## config.mk

```make
export PLATFORM = sky130hd
export DESIGN_NAME = crc32_fragment_packet_deframer_core
export DESIGN_NICKNAME = d
export VERILOG_FILES = /design/src/sv/cdf_pkg.sv /design/src/sv/crc32_fragment_packet_deframer_core.sv /design/src/sv/cdf_cfg_regs.sv /design/src/sv/cdf_parser.sv /design/src/sv/cdf_out_reg.sv
export SDC_FILE = /design/constraint.sdc
export NUM_CORES = 1
export LEC_CHECK = 0
export BUFFER_PORTS_ARGS = -buffer_cell sky130_fd_sc_hd__buf_2
export CAP_MARGIN = 10
export CORE_MARGIN = 3
export CORE_UTILIZATION = 50
export DETAILED_ROUTE_END_ITERATION = 16
export GPL_ROUTABILITY_DRIVEN = 0
export PLACE_DENSITY = 0.69
export SYNTH_ARGS = -nofsm -noshare
export SYNTH_HDL_FRONTEND = slang
export SYNTH_SLANG_ARGS = --single-unit
export TNS_END_PERCENT = 10
```

## constraint.sdc

```tcl
create_clock -name clk -period 5.1 [get_ports clk]
set_input_delay 0.765 -clock clk [delete_from_list [all_inputs] [get_ports clk]]
set_output_delay 0.765 -clock clk [all_outputs]
set_load 0.03 [all_outputs]
```

## src/sv/cdf_pkg.sv

```systemverilog
// ----------------------------------------------------------------------------
// cdf_pkg: shared types and constants for the fragment deframer
// Phase and result-kind codes, register indexes, the result record and the
// bytewise reflected CRC-32 update.
// ----------------------------------------------------------------------------
`default_nettype none

package cdf_pkg;

  localparam int unsigned MARKER_MAX_BYTES = 4;
  // Usable marker length: the window holds at most four bytes.
  localparam int unsigned MARKER_CAP = (MARKER_MAX_BYTES < 4) ? MARKER_MAX_BYTES : 4;

  localparam logic [31:0] CRC_POLY = 32'hEDB8_8320;
  localparam logic [31:0] CRC_INIT = 32'hFFFF_FFFF;

  // Control byte bits.
  localparam int unsigned CTRL_CONT_BIT = 0;
  localparam int unsigned CTRL_LAST_BIT = 1;

  // Fragment header: 8 bytes of total length, then 4 bytes of CRC.
  localparam logic [3:0] HDR_CRC_START = 4'd8;
  localparam logic [3:0] HDR_BYTES     = 4'd12;

  // Configuration register indexes.
  localparam logic [1:0] REG_MARKER_VALUE = 2'd0;
  localparam logic [1:0] REG_MARKER_LEN   = 2'd1;
  localparam logic [1:0] REG_TYPE_MASK    = 2'd2;

  typedef enum logic [2:0] {
    PH_HUNT,
    PH_TYPE,
    PH_CTRL,
    PH_HDR,
    PH_LEN,
    PH_DATA
  } phase_t;

  typedef enum logic [1:0] {
    KIND_DATA      = 2'd0,
    KIND_EMPTY_END = 2'd1,
    KIND_SHORT     = 2'd2
  } kind_t;

  typedef struct packed {
    logic [31:0] marker_value;
    logic [2:0]  marker_length;
    logic [63:0] header_type_mask;
  } cfg_t;

  typedef struct packed {
    kind_t      kind;
    logic [7:0] query_type;
    logic [7:0] data_byte;
    logic       first_fragment;
    logic       end_of_message;
    logic       crc_ok;
  } result_t;

  function automatic logic [31:0] crc32_byte(input logic [31:0] crc, input logic [7:0] b);
    logic [31:0] c;
    c = crc ^ {24'd0, b};
    for (int i = 0; i < 8; i++) begin
      c = c[0] ? ((c >> 1) ^ CRC_POLY) : (c >> 1);
    end
    return c;
  endfunction

  // Marker length clamped to 1..MARKER_CAP.
  function automatic logic [2:0] marker_len_eff(input logic [2:0] len);
    logic [2:0] n;
    n = len;
    if (n == 3'd0) begin
      n = 3'd1;
    end
    if (n > MARKER_CAP[2:0]) begin
      n = MARKER_CAP[2:0];
    end
    return n;
  endfunction

  function automatic logic [31:0] marker_mask(input logic [2:0] n);
    logic [31:0] m;
    case (n)
      3'd1:    m = 32'h0000_00FF;
      3'd2:    m = 32'h0000_FFFF;
      3'd3:    m = 32'h00FF_FFFF;
      default: m = 32'hFFFF_FFFF;
    endcase
    return m;
  endfunction

endpackage

`default_nettype wire

```

## src/sv/crc32_fragment_packet_deframer_core.sv

```systemverilog
// ----------------------------------------------------------------------------
// crc32_fragment_packet_deframer_core: marker-framed fragment deframer
// Hunts a configurable start marker, parses type, control, header and length
// fields, emits payload bytes and checks the message CRC-32.
// ----------------------------------------------------------------------------
// The block takes one received byte per cycle while its input is ready and gives
// at most one result beat per byte. A byte is captured in an input register and
// parsed once the output register can take its outcome, the bytewise CRC-32 update
// being the deepest logic, and its result lands in the output register. Input ready
// stays high while the output register is empty or being drained, so with the
// downstream side always ready the throughput is one byte per clock. The user must
// write configuration only while no byte is in flight; the block does not enforce it.
`default_nettype none

module crc32_fragment_packet_deframer_core (
  input  wire logic          clk,
  input  wire logic          rst,
  input  wire logic          s_tvalid,
  output logic               s_tready,
  input  wire logic [7:0]    s_tdata,    // rx_byte
  output logic               m_tvalid,
  input  wire logic          m_tready,
  output logic [23:0]        m_tdata,    // query_type, data_byte, first_fragment, crc_ok, zeros
  output logic               m_tlast,    // end_of_message
  output logic [1:0]         m_tuser,    // result_kind
  input  wire logic          cfg_valid,
  output logic               cfg_ready,
  input  wire logic [1:0]    cfg_index,
  input  wire logic [63:0]   cfg_data
);

  cdf_pkg::cfg_t    cfg;
  cdf_pkg::result_t res;
  logic             res_valid;
  logic             in_valid;
  logic [7:0]       in_byte;
  logic             step;

  // The held byte is parsed once the result register can take its outcome.
  assign step     = in_valid && (!m_tvalid || m_tready);
  assign s_tready = !in_valid || step;

  always_ff @(posedge clk) begin
    if (rst) begin
      in_valid <= 1'b0;
    end else if (s_tready) begin
      in_valid <= s_tvalid;
    end
  end

  always_ff @(posedge clk) begin
    if (s_tvalid && s_tready) begin
      in_byte <= s_tdata;
    end
  end

  cdf_cfg_regs u_cfg (
    .clk       (clk),
    .rst       (rst),
    .cfg_valid (cfg_valid),
    .cfg_ready (cfg_ready),
    .cfg_index (cfg_index),
    .cfg_data  (cfg_data),
    .cfg       (cfg)
  );

  cdf_parser u_parser (
    .clk       (clk),
    .rst       (rst),
    .step      (step),
    .rx_byte   (in_byte),
    .cfg       (cfg),
    .res_valid (res_valid),
    .res       (res)
  );

  cdf_out_reg u_out (
    .clk      (clk),
    .rst      (rst),
    .load     (step && res_valid),
    .res      (res),
    .m_tvalid (m_tvalid),
    .m_tready (m_tready),
    .m_tdata  (m_tdata),
    .m_tlast  (m_tlast),
    .m_tuser  (m_tuser)
  );

endmodule

`default_nettype wire

```

## src/sv/cdf_cfg_regs.sv

```systemverilog
// ----------------------------------------------------------------------------
// cdf_cfg_regs: configuration register file
// Holds the start marker, its length and the header type mask.
// ----------------------------------------------------------------------------
`default_nettype none

module cdf_cfg_regs (
  input  wire logic          clk,
  input  wire logic          rst,
  input  wire logic          cfg_valid,
  output logic               cfg_ready,
  input  wire logic [1:0]    cfg_index,
  input  wire logic [63:0]   cfg_data,
  output cdf_pkg::cfg_t      cfg
);

  assign cfg_ready = 1'b1;

  always_ff @(posedge clk) begin
    if (rst) begin
      cfg.marker_value     <= '0;
      cfg.marker_length    <= 3'd1;
      cfg.header_type_mask <= '0;
    end else if (cfg_valid) begin
      case (cfg_index)
        cdf_pkg::REG_MARKER_VALUE: cfg.marker_value     <= cfg_data[31:0];
        cdf_pkg::REG_MARKER_LEN:   cfg.marker_length    <= cfg_data[2:0];
        cdf_pkg::REG_TYPE_MASK:    cfg.header_type_mask <= cfg_data;
        default: ;
      endcase
    end
  end

endmodule

`default_nettype wire

```

## src/sv/cdf_parser.sv

```systemverilog
// ----------------------------------------------------------------------------
// cdf_parser: deframing state machine
// Consumes one byte per step, tracks marker hunt, header fields, payload
// length and running CRC, and produces at most one result per byte.
// ----------------------------------------------------------------------------
`default_nettype none

module cdf_parser (
  input  wire logic          clk,
  input  wire logic          rst,
  input  wire logic          step,
  input  wire logic [7:0]    rx_byte,
  input  wire cdf_pkg::cfg_t cfg,
  output logic               res_valid,
  output cdf_pkg::result_t   res
);

  cdf_pkg::phase_t phase, phase_next;
  logic [31:0] marker_window, marker_window_next;
  logic [2:0]  window_fill, window_fill_next;
  logic [7:0]  current_type, current_type_next;
  logic [1:0]  fragment_flags, fragment_flags_next;
  logic [3:0]  field_count, field_count_next;
  logic [15:0] bytes_left, bytes_left_next;
  logic [31:0] expected_crc, expected_crc_next;
  logic [31:0] crc_running, crc_running_next;

  logic [2:0]  mlen;
  logic [31:0] mmask;
  logic [31:0] window_shift;
  logic [2:0]  fill_inc;
  logic        marker_hit;
  logic        type_has_hdr;
  logic        len_zero;
  logic [15:0] bytes_dec;
  logic [31:0] crc_upd;
  logic [3:0]  field_inc;

  assign mlen         = cdf_pkg::marker_len_eff(cfg.marker_length);
  assign mmask        = cdf_pkg::marker_mask(mlen);
  assign window_shift = {marker_window[23:0], rx_byte};
  assign fill_inc     = (window_fill < 3'd4) ? window_fill + 3'd1 : window_fill;
  assign marker_hit   = (fill_inc >= mlen) &&
                        ((window_shift & mmask) == (cfg.marker_value & mmask));
  assign type_has_hdr = (rx_byte[7:6] == 2'b00) && cfg.header_type_mask[rx_byte[5:0]];
  assign len_zero     = ({rx_byte, bytes_left[7:0]} == 16'd0);
  assign bytes_dec    = bytes_left - 16'd1;
  assign crc_upd      = cdf_pkg::crc32_byte(crc_running, rx_byte);
  assign field_inc    = field_count + 4'd1;

  // Next phase.
  always_comb begin
    phase_next = phase;
    case (phase)
      cdf_pkg::PH_HUNT: phase_next = marker_hit ? cdf_pkg::PH_TYPE : cdf_pkg::PH_HUNT;
      cdf_pkg::PH_TYPE: phase_next = type_has_hdr ? cdf_pkg::PH_CTRL : cdf_pkg::PH_HUNT;
      cdf_pkg::PH_CTRL: phase_next = rx_byte[cdf_pkg::CTRL_CONT_BIT] ? cdf_pkg::PH_LEN
                                                                   : cdf_pkg::PH_HDR;
      cdf_pkg::PH_HDR:  phase_next = (field_inc >= cdf_pkg::HDR_BYTES) ? cdf_pkg::PH_LEN
                                                                       : cdf_pkg::PH_HDR;
      cdf_pkg::PH_LEN: begin
        if (field_count == 4'd0) begin
          phase_next = cdf_pkg::PH_LEN;
        end else begin
          phase_next = len_zero ? cdf_pkg::PH_HUNT : cdf_pkg::PH_DATA;
        end
      end
      cdf_pkg::PH_DATA: phase_next = (bytes_dec == 16'd0) ? cdf_pkg::PH_HUNT : cdf_pkg::PH_DATA;
      default:          phase_next = cdf_pkg::PH_HUNT;
    endcase
  end

  // Datapath updates and result.
  always_comb begin
    marker_window_next  = marker_window;
    window_fill_next    = window_fill;
    current_type_next   = current_type;
    fragment_flags_next = fragment_flags;
    field_count_next    = field_count;
    bytes_left_next     = bytes_left;
    expected_crc_next   = expected_crc;
    crc_running_next    = crc_running;
    res_valid           = 1'b0;
    res                 = '0;
    res.query_type      = current_type;
    case (phase)
      cdf_pkg::PH_HUNT: begin
        if (marker_hit) begin
          marker_window_next = '0;
          window_fill_next   = '0;
        end else begin
          marker_window_next = window_shift;
          window_fill_next   = fill_inc;
        end
      end
      cdf_pkg::PH_TYPE: begin
        current_type_next = rx_byte;
        if (!type_has_hdr) begin
          res_valid          = 1'b1;
          res.kind           = cdf_pkg::KIND_SHORT;
          res.query_type     = rx_byte;
          marker_window_next = '0;
          window_fill_next   = '0;
        end
      end
      cdf_pkg::PH_CTRL: begin
        fragment_flags_next = rx_byte[1:0];
        field_count_next    = '0;
        if (!rx_byte[cdf_pkg::CTRL_CONT_BIT]) begin
          crc_running_next = cdf_pkg::CRC_INIT;
        end
      end
      cdf_pkg::PH_HDR: begin
        if (field_count >= cdf_pkg::HDR_CRC_START) begin
          case (field_count[1:0])
            2'd0:    expected_crc_next[7:0]   = rx_byte;
            2'd1:    expected_crc_next[15:8]  = rx_byte;
            2'd2:    expected_crc_next[23:16] = rx_byte;
            default: expected_crc_next[31:24] = rx_byte;
          endcase
        end
        field_count_next = (field_inc >= cdf_pkg::HDR_BYTES) ? 4'd0 : field_inc;
      end
      cdf_pkg::PH_LEN: begin
        if (field_count == 4'd0) begin
          bytes_left_next  = {8'd0, rx_byte};
          field_count_next = 4'd1;
        end else begin
          bytes_left_next  = {rx_byte, bytes_left[7:0]};
          field_count_next = '0;
          if (len_zero) begin
            marker_window_next = '0;
            window_fill_next   = '0;
            // An empty last fragment still closes the message.
            if (fragment_flags[cdf_pkg::CTRL_LAST_BIT]) begin
              res_valid          = 1'b1;
              res.kind           = cdf_pkg::KIND_EMPTY_END;
              res.first_fragment = !fragment_flags[cdf_pkg::CTRL_CONT_BIT];
              res.end_of_message = 1'b1;
              res.crc_ok         = (~crc_running == expected_crc);
            end
          end
        end
      end
      cdf_pkg::PH_DATA: begin
        crc_running_next   = crc_upd;
        bytes_left_next    = bytes_dec;
        res_valid          = 1'b1;
        res.kind           = cdf_pkg::KIND_DATA;
        res.data_byte      = rx_byte;
        res.first_fragment = !fragment_flags[cdf_pkg::CTRL_CONT_BIT];
        res.end_of_message = (bytes_dec == 16'd0) && fragment_flags[cdf_pkg::CTRL_LAST_BIT];
        res.crc_ok         = res.end_of_message && (~crc_upd == expected_crc);
        if (bytes_dec == 16'd0) begin
          marker_window_next = '0;
          window_fill_next   = '0;
        end
      end
      default: begin
        marker_window_next = '0;
        window_fill_next   = '0;
      end
    endcase
  end

  always_ff @(posedge clk) begin
    if (rst) begin
      phase          <= cdf_pkg::PH_HUNT;
      marker_window  <= '0;
      window_fill    <= '0;
      current_type   <= '0;
      fragment_flags <= '0;
      field_count    <= '0;
      bytes_left     <= '0;
      expected_crc   <= '0;
      crc_running    <= cdf_pkg::CRC_INIT;
    end else if (step) begin
      phase          <= phase_next;
      marker_window  <= marker_window_next;
      window_fill    <= window_fill_next;
      current_type   <= current_type_next;
      fragment_flags <= fragment_flags_next;
      field_count    <= field_count_next;
      bytes_left     <= bytes_left_next;
      expected_crc   <= expected_crc_next;
      crc_running    <= crc_running_next;
    end
  end

endmodule

`default_nettype wire

```

## src/sv/cdf_out_reg.sv

```systemverilog
// ----------------------------------------------------------------------------
// cdf_out_reg: result register
// Holds one result beat until the downstream side takes it.
// ----------------------------------------------------------------------------
`default_nettype none

module cdf_out_reg (
  input  wire logic             clk,
  input  wire logic             rst,
  input  wire logic             load,
  input  wire cdf_pkg::result_t res,
  output logic                  m_tvalid,
  input  wire logic             m_tready,
  output logic [23:0]           m_tdata,   // query_type, data_byte, first_fragment, crc_ok, zeros
  output logic                  m_tlast,   // end_of_message
  output logic [1:0]            m_tuser    // result_kind
);

  cdf_pkg::result_t held;

  always_ff @(posedge clk) begin
    if (rst) begin
      m_tvalid <= 1'b0;
    end else if (load) begin
      m_tvalid <= 1'b1;
    end else if (m_tready) begin
      m_tvalid <= 1'b0;
    end
  end

  always_ff @(posedge clk) begin
    if (load) begin
      held <= res;
    end
  end

  assign m_tdata = {6'd0, held.crc_ok, held.first_fragment, held.data_byte, held.query_type};
  assign m_tlast = held.end_of_message;
  assign m_tuser = held.kind;

endmodule

`default_nettype wire

```

# Word-level counts from Yosys, hierarchy flattened
# Cells that the tools add are included.
dict set report word_totals {
  out_inout_bits 30
  regBits 254
  in_bits 79
  elab_cells 168
}
dict set report op_classes {
  bitwise_logic 15
  n_lt_le_gt_ge 6
  n_reduce_logical 40
  n_mux 58
  n_eq_ne 21
  addsub 3
}
# operator count
set op_table {}
lappend op_table {{two-way mux 32 bit} 9}
lappend op_table {{two-way mux 24 bit} 5}
lappend op_table {{case mux 24 bit (5 select lines)} 1}
lappend op_table {{inverter 13 -> 14 bit} 8}
lappend op_table {{== test 32 bit} 3}
lappend op_table {{case mux 32 bit (3 select lines)} 1}
lappend op_table {{AND 32 bit} 2}
lappend op_table {{inverter 32 bit} 2}
lappend op_table {{case mux 32 bit (2 select lines)} 1}
lappend op_table {{two-way mux 3 bit} 16}
lappend op_table {{zero test 16 bit} 2}
lappend op_table {{case mux 16 bit (2 select lines)} 1}
lappend op_table {{bitwise XOR 32 x 8 -> 32 bit} 1}
lappend op_table {{case mux 3 bit (6 select lines)} 1}
lappend op_table {{two-way mux 16 bit} 1}
lappend op_table {{AND reduction 4 bit} 4}
lappend op_table {{subtractor 16 x 1 -> 16 bit (second input constant)} 1}
lappend op_table {{case mux 3 bit (5 select lines)} 1}
lappend op_table {{AND reduction 2 bit} 7}
lappend op_table {{== test 3 x 2 -> 1 bit (second input constant)} 4}
lappend op_table {{case mux 4 bit (3 select lines)} 1}
lappend op_table {{two-way mux 1 bit} 11}
lappend op_table {{two-way mux 10 bit} 1}
lappend op_table {{>= comparator 4 bit (second input constant)} 2}
lappend op_table {{32 further kinds} 57}

# Depth between registers and ports, before layout
dict set report logic_depth {
  word_depth 21
  mapped_depth 12
  depth_no_buf 10
}

# Modules after synthesis
# Synthesis repeated with hierarchy kept, for this count alone.
dict set report unflattened {
  cells_unflattened 1462
  hier_area_um2 13514.2
}
# module area_per_inst_um2 seq_area_each_um2 n_inst cells_each
set modules_own_cells {}
lappend modules_own_cells {cdf_parser 8271.7 2482.4 1 1015}
lappend modules_own_cells {cdf_cfg_regs 4202.8 1981.9 1 399}
lappend modules_own_cells {cdf_out_reg 718.2 650.6 1 32}
lappend modules_own_cells {crc32_fragment_packet_deframer_core 321.6 260.2 1 16}

# Worst setup path after synthesis
# Ideal clock, no wire load.
dict set report synth_timing {
  path_kind {register to register}
  startpoint {reg in_byte[0]}
  endpoint {reg u_out.held, in the netlist u_out.m_tdata[0] (enable)}
  setup_slack_ns 1.528
  n_path_buf 3
  period_less_slack_ns 3.572
  setup_ns 0.399
  arrival_time_ns 3.173
  required_time_ns 4.701
  stages_incl_launch_ff 11
  cell_sequence {edfxtp_1 > buf_2 > buf_6 > mux4_2 > mux4_2 > nand2_1 > a32oi_2 > a21oi_1 > buf_2 > nor2_1 > nor2_1}
}
dict set report synth_between {
  elab_chain_cells 6
  word_cells_on_any_way 9
  classes_between {mux (6); reduce/logical (3)}
}
# element line_no
set synth_rtl {}
lappend synth_rtl {{start: declaration} crc32_fragment_packet_deframer_core.sv:36} ;# logic [7:0] in_byte;
lappend synth_rtl {{start signal: assignment} crc32_fragment_packet_deframer_core.sv:53} ;# in_byte <= s_tdata;
lappend synth_rtl {{binary-select mux 1 bit (select 6 bit)} cdf_parser.sv:45} ;# assign type_has_hdr = (rx_byte[7:6] == 2'b00) && cfg.header_type_mask[rx_byte[5:0]];
lappend synth_rtl {{two-way mux 1 bit (not written as such)} cdf_parser.sv:45}
lappend synth_rtl {{logical AND 1 bit} cdf_parser.sv:45}
lappend synth_rtl {{two-way mux 1 bit} cdf_parser.sv:98} ;# if (!type_has_hdr) begin
lappend synth_rtl {{case mux 1 bit (3 select lines) *} cdf_parser.sv:86} ;# case (phase)
lappend synth_rtl {{logical AND 1 bit *} crc32_fragment_packet_deframer_core.sv:80} ;# .load (step && res_valid),
lappend synth_rtl {{named net u_out.load} cdf_out_reg.sv:10} ;# input wire logic load,
lappend synth_rtl {{end signal: assignment} cdf_out_reg.sv:33} ;# held <= res;
lappend synth_rtl {{end: declaration} cdf_out_reg.sv:19} ;# cdf_pkg::result_t held;
# The timed path passes the listed nets; every way through them passes the cells marked *. The select of a mux whose other input is x is not followed.
# A chain may end at the register's enable or synchronous reset.

# Final worst setup path
dict set report layout_timing {
  startpoint {reg in_byte[2]}
  endpoint {reg u_out.held, in the netlist u_out.m_tdata[11] (enable)}
}
# The elaborated chain is that of the path after synthesis.

==> impl_metrics.py <==
metrics = {
    "outcome": {
        "status": "finished, final reports clean",
    },
    "yosys": {
        "yosysTopAreaCellShare_pct": 34.35,
        "ys_seq_area_share_pct": 41.00,
        "syn_area_per_cell_um2": 8.847,
        "synth.area.top_cells": "dfxtp_1 34%, nand2_1 8.8%, edfxtp_1 6.6%",
        "syn_area_um2": 13110,
        "yosys_warnings": 0,
        "synth-edff-count": 29,
        "ys_ff_latch": 254,
        "synth_flop_cell": "dfxtp_1",
        "yosysTopAreaCell": "dfxtp_1",
        "ys_async_sr_fraction_pct": 0,
        "ys_types": 76,
        "synthCells": 1482,
    },
    "sta": {
        "setup_ws_ns": 1.399,
        "whs_ns": 0.3849,
        "drv_slew": 0,
        "skew_ns": 0.01051,
        "fmax_mhz": 270.2,
        "timing.final.crit_share_pct": 72.57,
        "hold_viol_final": 0,
        "rsz0062_at_grt": "no",
        "setup_viol": 0,
        "tightest_slew_ns": 1.248,
        "fin_crit_ns": 3.701,
        "fin_tns_setup_ns": 0,
        "max_slew_margin_pct": 16.80,
    },
    "clock_network": {
        "insertion_delay_ns": 0.55,
        "cts_buffer_depth": 3,
        "cts.sinks": 254,
        "cts.htree.levels": 1,
        "cts.reportedPaths.clkPinSlew_ns": 0.06,
        "numCtsBuffers": 27,
        "cts_resized": 0,
        "cts-root-buf": "clkbuf_16",
        "cts_hold_buf": 0,
        "cts_tree": "yes",
        "post-cts-setup-buffers": 0,
    },
    "power_and_ir_drop": {
        "total_power_uw": 4526,
        "power_density_nw_per_um2": 312.1,
        "irDropWorstVdd_mv": 0.2702,
        "p_leak_uw": 0.005597,
    },
    "layout": {
        "layout-drive-gt1-share_pct": 12.56,
        "syn2layout_area_growth_pct": 10.58,
        "final_nets": 1601,
        "num_antenna_cells": 0,
    },
    "die": {
        "die_y_um": 167.9,
        "initial_core_util_pct": 51.47,
        "placementRows": 58,
        "ioPinCount": 109,
        "die_area_um2": 28200,
        "fp.coreArea_um2": 25470,
        "fp.dieW_um": 167.9,
    },
    "setup_path": {
        "cp-startpoint": "in_byte[2]$_DFFE_PP_",
        "path_max_fanout": 21,
        "worstSetupEndpointType": "flip-flop",
        "slowest_stage": "nor2_2",
        "cp_slowest_stage_delay_ns": 0.81,
        "cp.required_ns": 5.26,
        "cp.arrival_ns": 3.86,
        "crit_chain": "mux4_1 > mux2i_1 > mux4_2 > a32oi_2 > a21oi_1 > buf_4 > nor2_1 > nor2_2",
        "reg2reg_from": "in_byte[2]$_DFFE_PP_",
        "crit_type": "flip-flop to flip-flop",
        "start_kind": "flip-flop",
    },
    "grt": {
        "globalRoute.totalOverflow": 0,
        "grt_max_degree": 112,
        "grt.total_usage_pct": 24.15,
        "grt_pass1_vias": 10100,
        "grt_pass1_wl_mm": 55.81,
        "antenna_found_initial": 0,
    },
    "hold_path": {
        "holdCritStartpoint": "s_tdata[6]",
        "worstHoldPathType": "primary input to flip-flop",
    },
    "drt": {
        "route.detailed.drc": 0,
        "vias": 10870,
        "viasPerCell": 5.848,
        "drt-total-wl_mm": 35.32,
        "antenna_left": 0,
        "first_pass_iters": 5,
        "wl_per_cell_um": 19.00,
        "drt_iter0_markers": 1016,
    },
    "run": {
        "drv_cap": 0,
    },
    "placed_design": {
        "post-dp-hpwl_mm": 23.92,
        "dpl_worst_slack_ns": 1.405,
        "portBuffers": 101,
    },
}
==> Yosys cell counts (19+ instances only) <==
master,instances
xor2_1,65
o21ai_0,22
a41o_1,25
dfxtp_1,225
nand3_1,40
nor3_1,21
inv_1,40
o22ai_1,26
edfxtp_1,29
a311oi_1,26
nand4_1,19
nand2_1,307
xnor2_1,71
nor2_1,64
a21oi_1,165
clkbuf_1,89
==> cell type report <==
type | instances | area, um^2
fillers | 2284 | 10970
inverters | 40 | 150.1
multi-input cells | 1071 | 7092
repair buffers | 116 | 644.4
clock inverters | 8 | 80.08
clock buffers | 40 | 744.5
flip-flops and latches | 254 | 5375
well taps | 330 | 412.9
==> state kept, by name (all words and copies together), names as in the netlist, 3 cells and up <==
| name | cells |
|---|---|
| u_parser.window_fill | 3 |
| u_parser.field_count | 4 |
| u_parser.bytes_left | 16 |
| u_out.m_tdata | 18 |
| u_parser.crc_running | 32 |
| u_parser.marker_window | 24 |
| u_parser.current_type | 8 |
| u_cfg.cfg | 99 |
| in_byte | 8 |
| u_parser.phase | 3 |
| u_parser.expected_crc | 32 |
==> worst max-delay path: cells and delay by family, from the launching register on <==
| kind | cells | cell delay (ns) |
|---|---|---|
| multiplexers | 3 | 1.13 |
| AND/OR/NAND/NOR | 2 | 0.88 |
| flip-flops | 1 | 0.76 |
| AO/OA/AOI/OAI | 2 | 0.32 |
| buffers and inverters | 1 | 0.22 |
==> where the power goes <==
part	internal, uW	switching (uW)	total, uW
Sequential	2060	51.6	2110
Combinational	231	315	547
Clock	1060	803	1860
Total	3360	1170	4530
==> metrics by stage <==
step	utilization, %	std cells	cell area, um^2
5_1_grt	56.92	1859	14500
6_report	56.92	1859	14500
3_3_place_gp	53.58	1810	13650
3_5_place_dp	53.58	1810	13650
2_1_floorplan	-	1487	13130
4_1_cts	56.81	1858	14470
==> logic make-up (layout without fill, tap and decap cells) <==
kind of cell | count (synthesis) | in the layout | share of synthesized area, %
DFF | 254 | 254 | 41.00
and+or+nand+nor | 527 | 527 | 17.97
xor gates and xnor gates | 168 | 168 | 14.49
buffers and inverters | 162 | 204 | 5.258
other | 2 | 7 | 0.05728
AOI/OAI and AO/OA | 321 | 321 | 15.57
muxes | 36 | 36 | 4.514
adders and majority gates | 12 | 12 | 1.145
==> per-layer routing <==
metal	vias up	part of all wire (%)	GRT usage [%]
li1	5229	-	-
met1	5171	45	35.33
met2	417	46	38.06
met3	55	7.3	3.545
met4	0	2.0	5.550
met5	-	0	0
==> layout by cell type, fill, tap and decap left out, types with 5 or more instances in the layout <==
cell type and count:
a22oi_1 9, edfxtp_1 29, xnor3_1 15, a41o_1 25, nor3_1 20, xor2_1 65, or3_1 5, nor4_1 15
nand4_1 19, o22ai_1 26, nand3_1 40, a311oi_1 26, dfxtp_1 225, inv_1 39, buf_4 14, buf_2 100
mux4_2 10, conb_1 7, xnor2_1 71, a31oi_1 6, mux4_1 6, ha_1 12, nor2_1 63, nand2_1 307
nand2b_1 5, mux2i_1 13, xor3_1 5, clkbuf_16 27, mux2_1 5, and2_1 6, clkbuf_1 11, xnor2_4 5
and3_1 11, o21ai_0 22, a21oi_1 164, xnor2_2 5
==> final timing paths <==
check | to | slack, ns | depth (start not counted)
hold reg to reg | u_parser.current_type[6]$_SDFFE_PP0P_ | 0.45 | 2
hold / removal | in_byte[6]$_DFFE_PP_ | 0.38 | 1
setup / recovery | u_out.m_tdata[11]$_SDFFCE_PN0P_ | 1.40 | 8
setup reg to reg | u_out.m_tdata[11]$_SDFFCE_PN0P_ | 1.40 | 8
(Power assumes the default switching activity.)
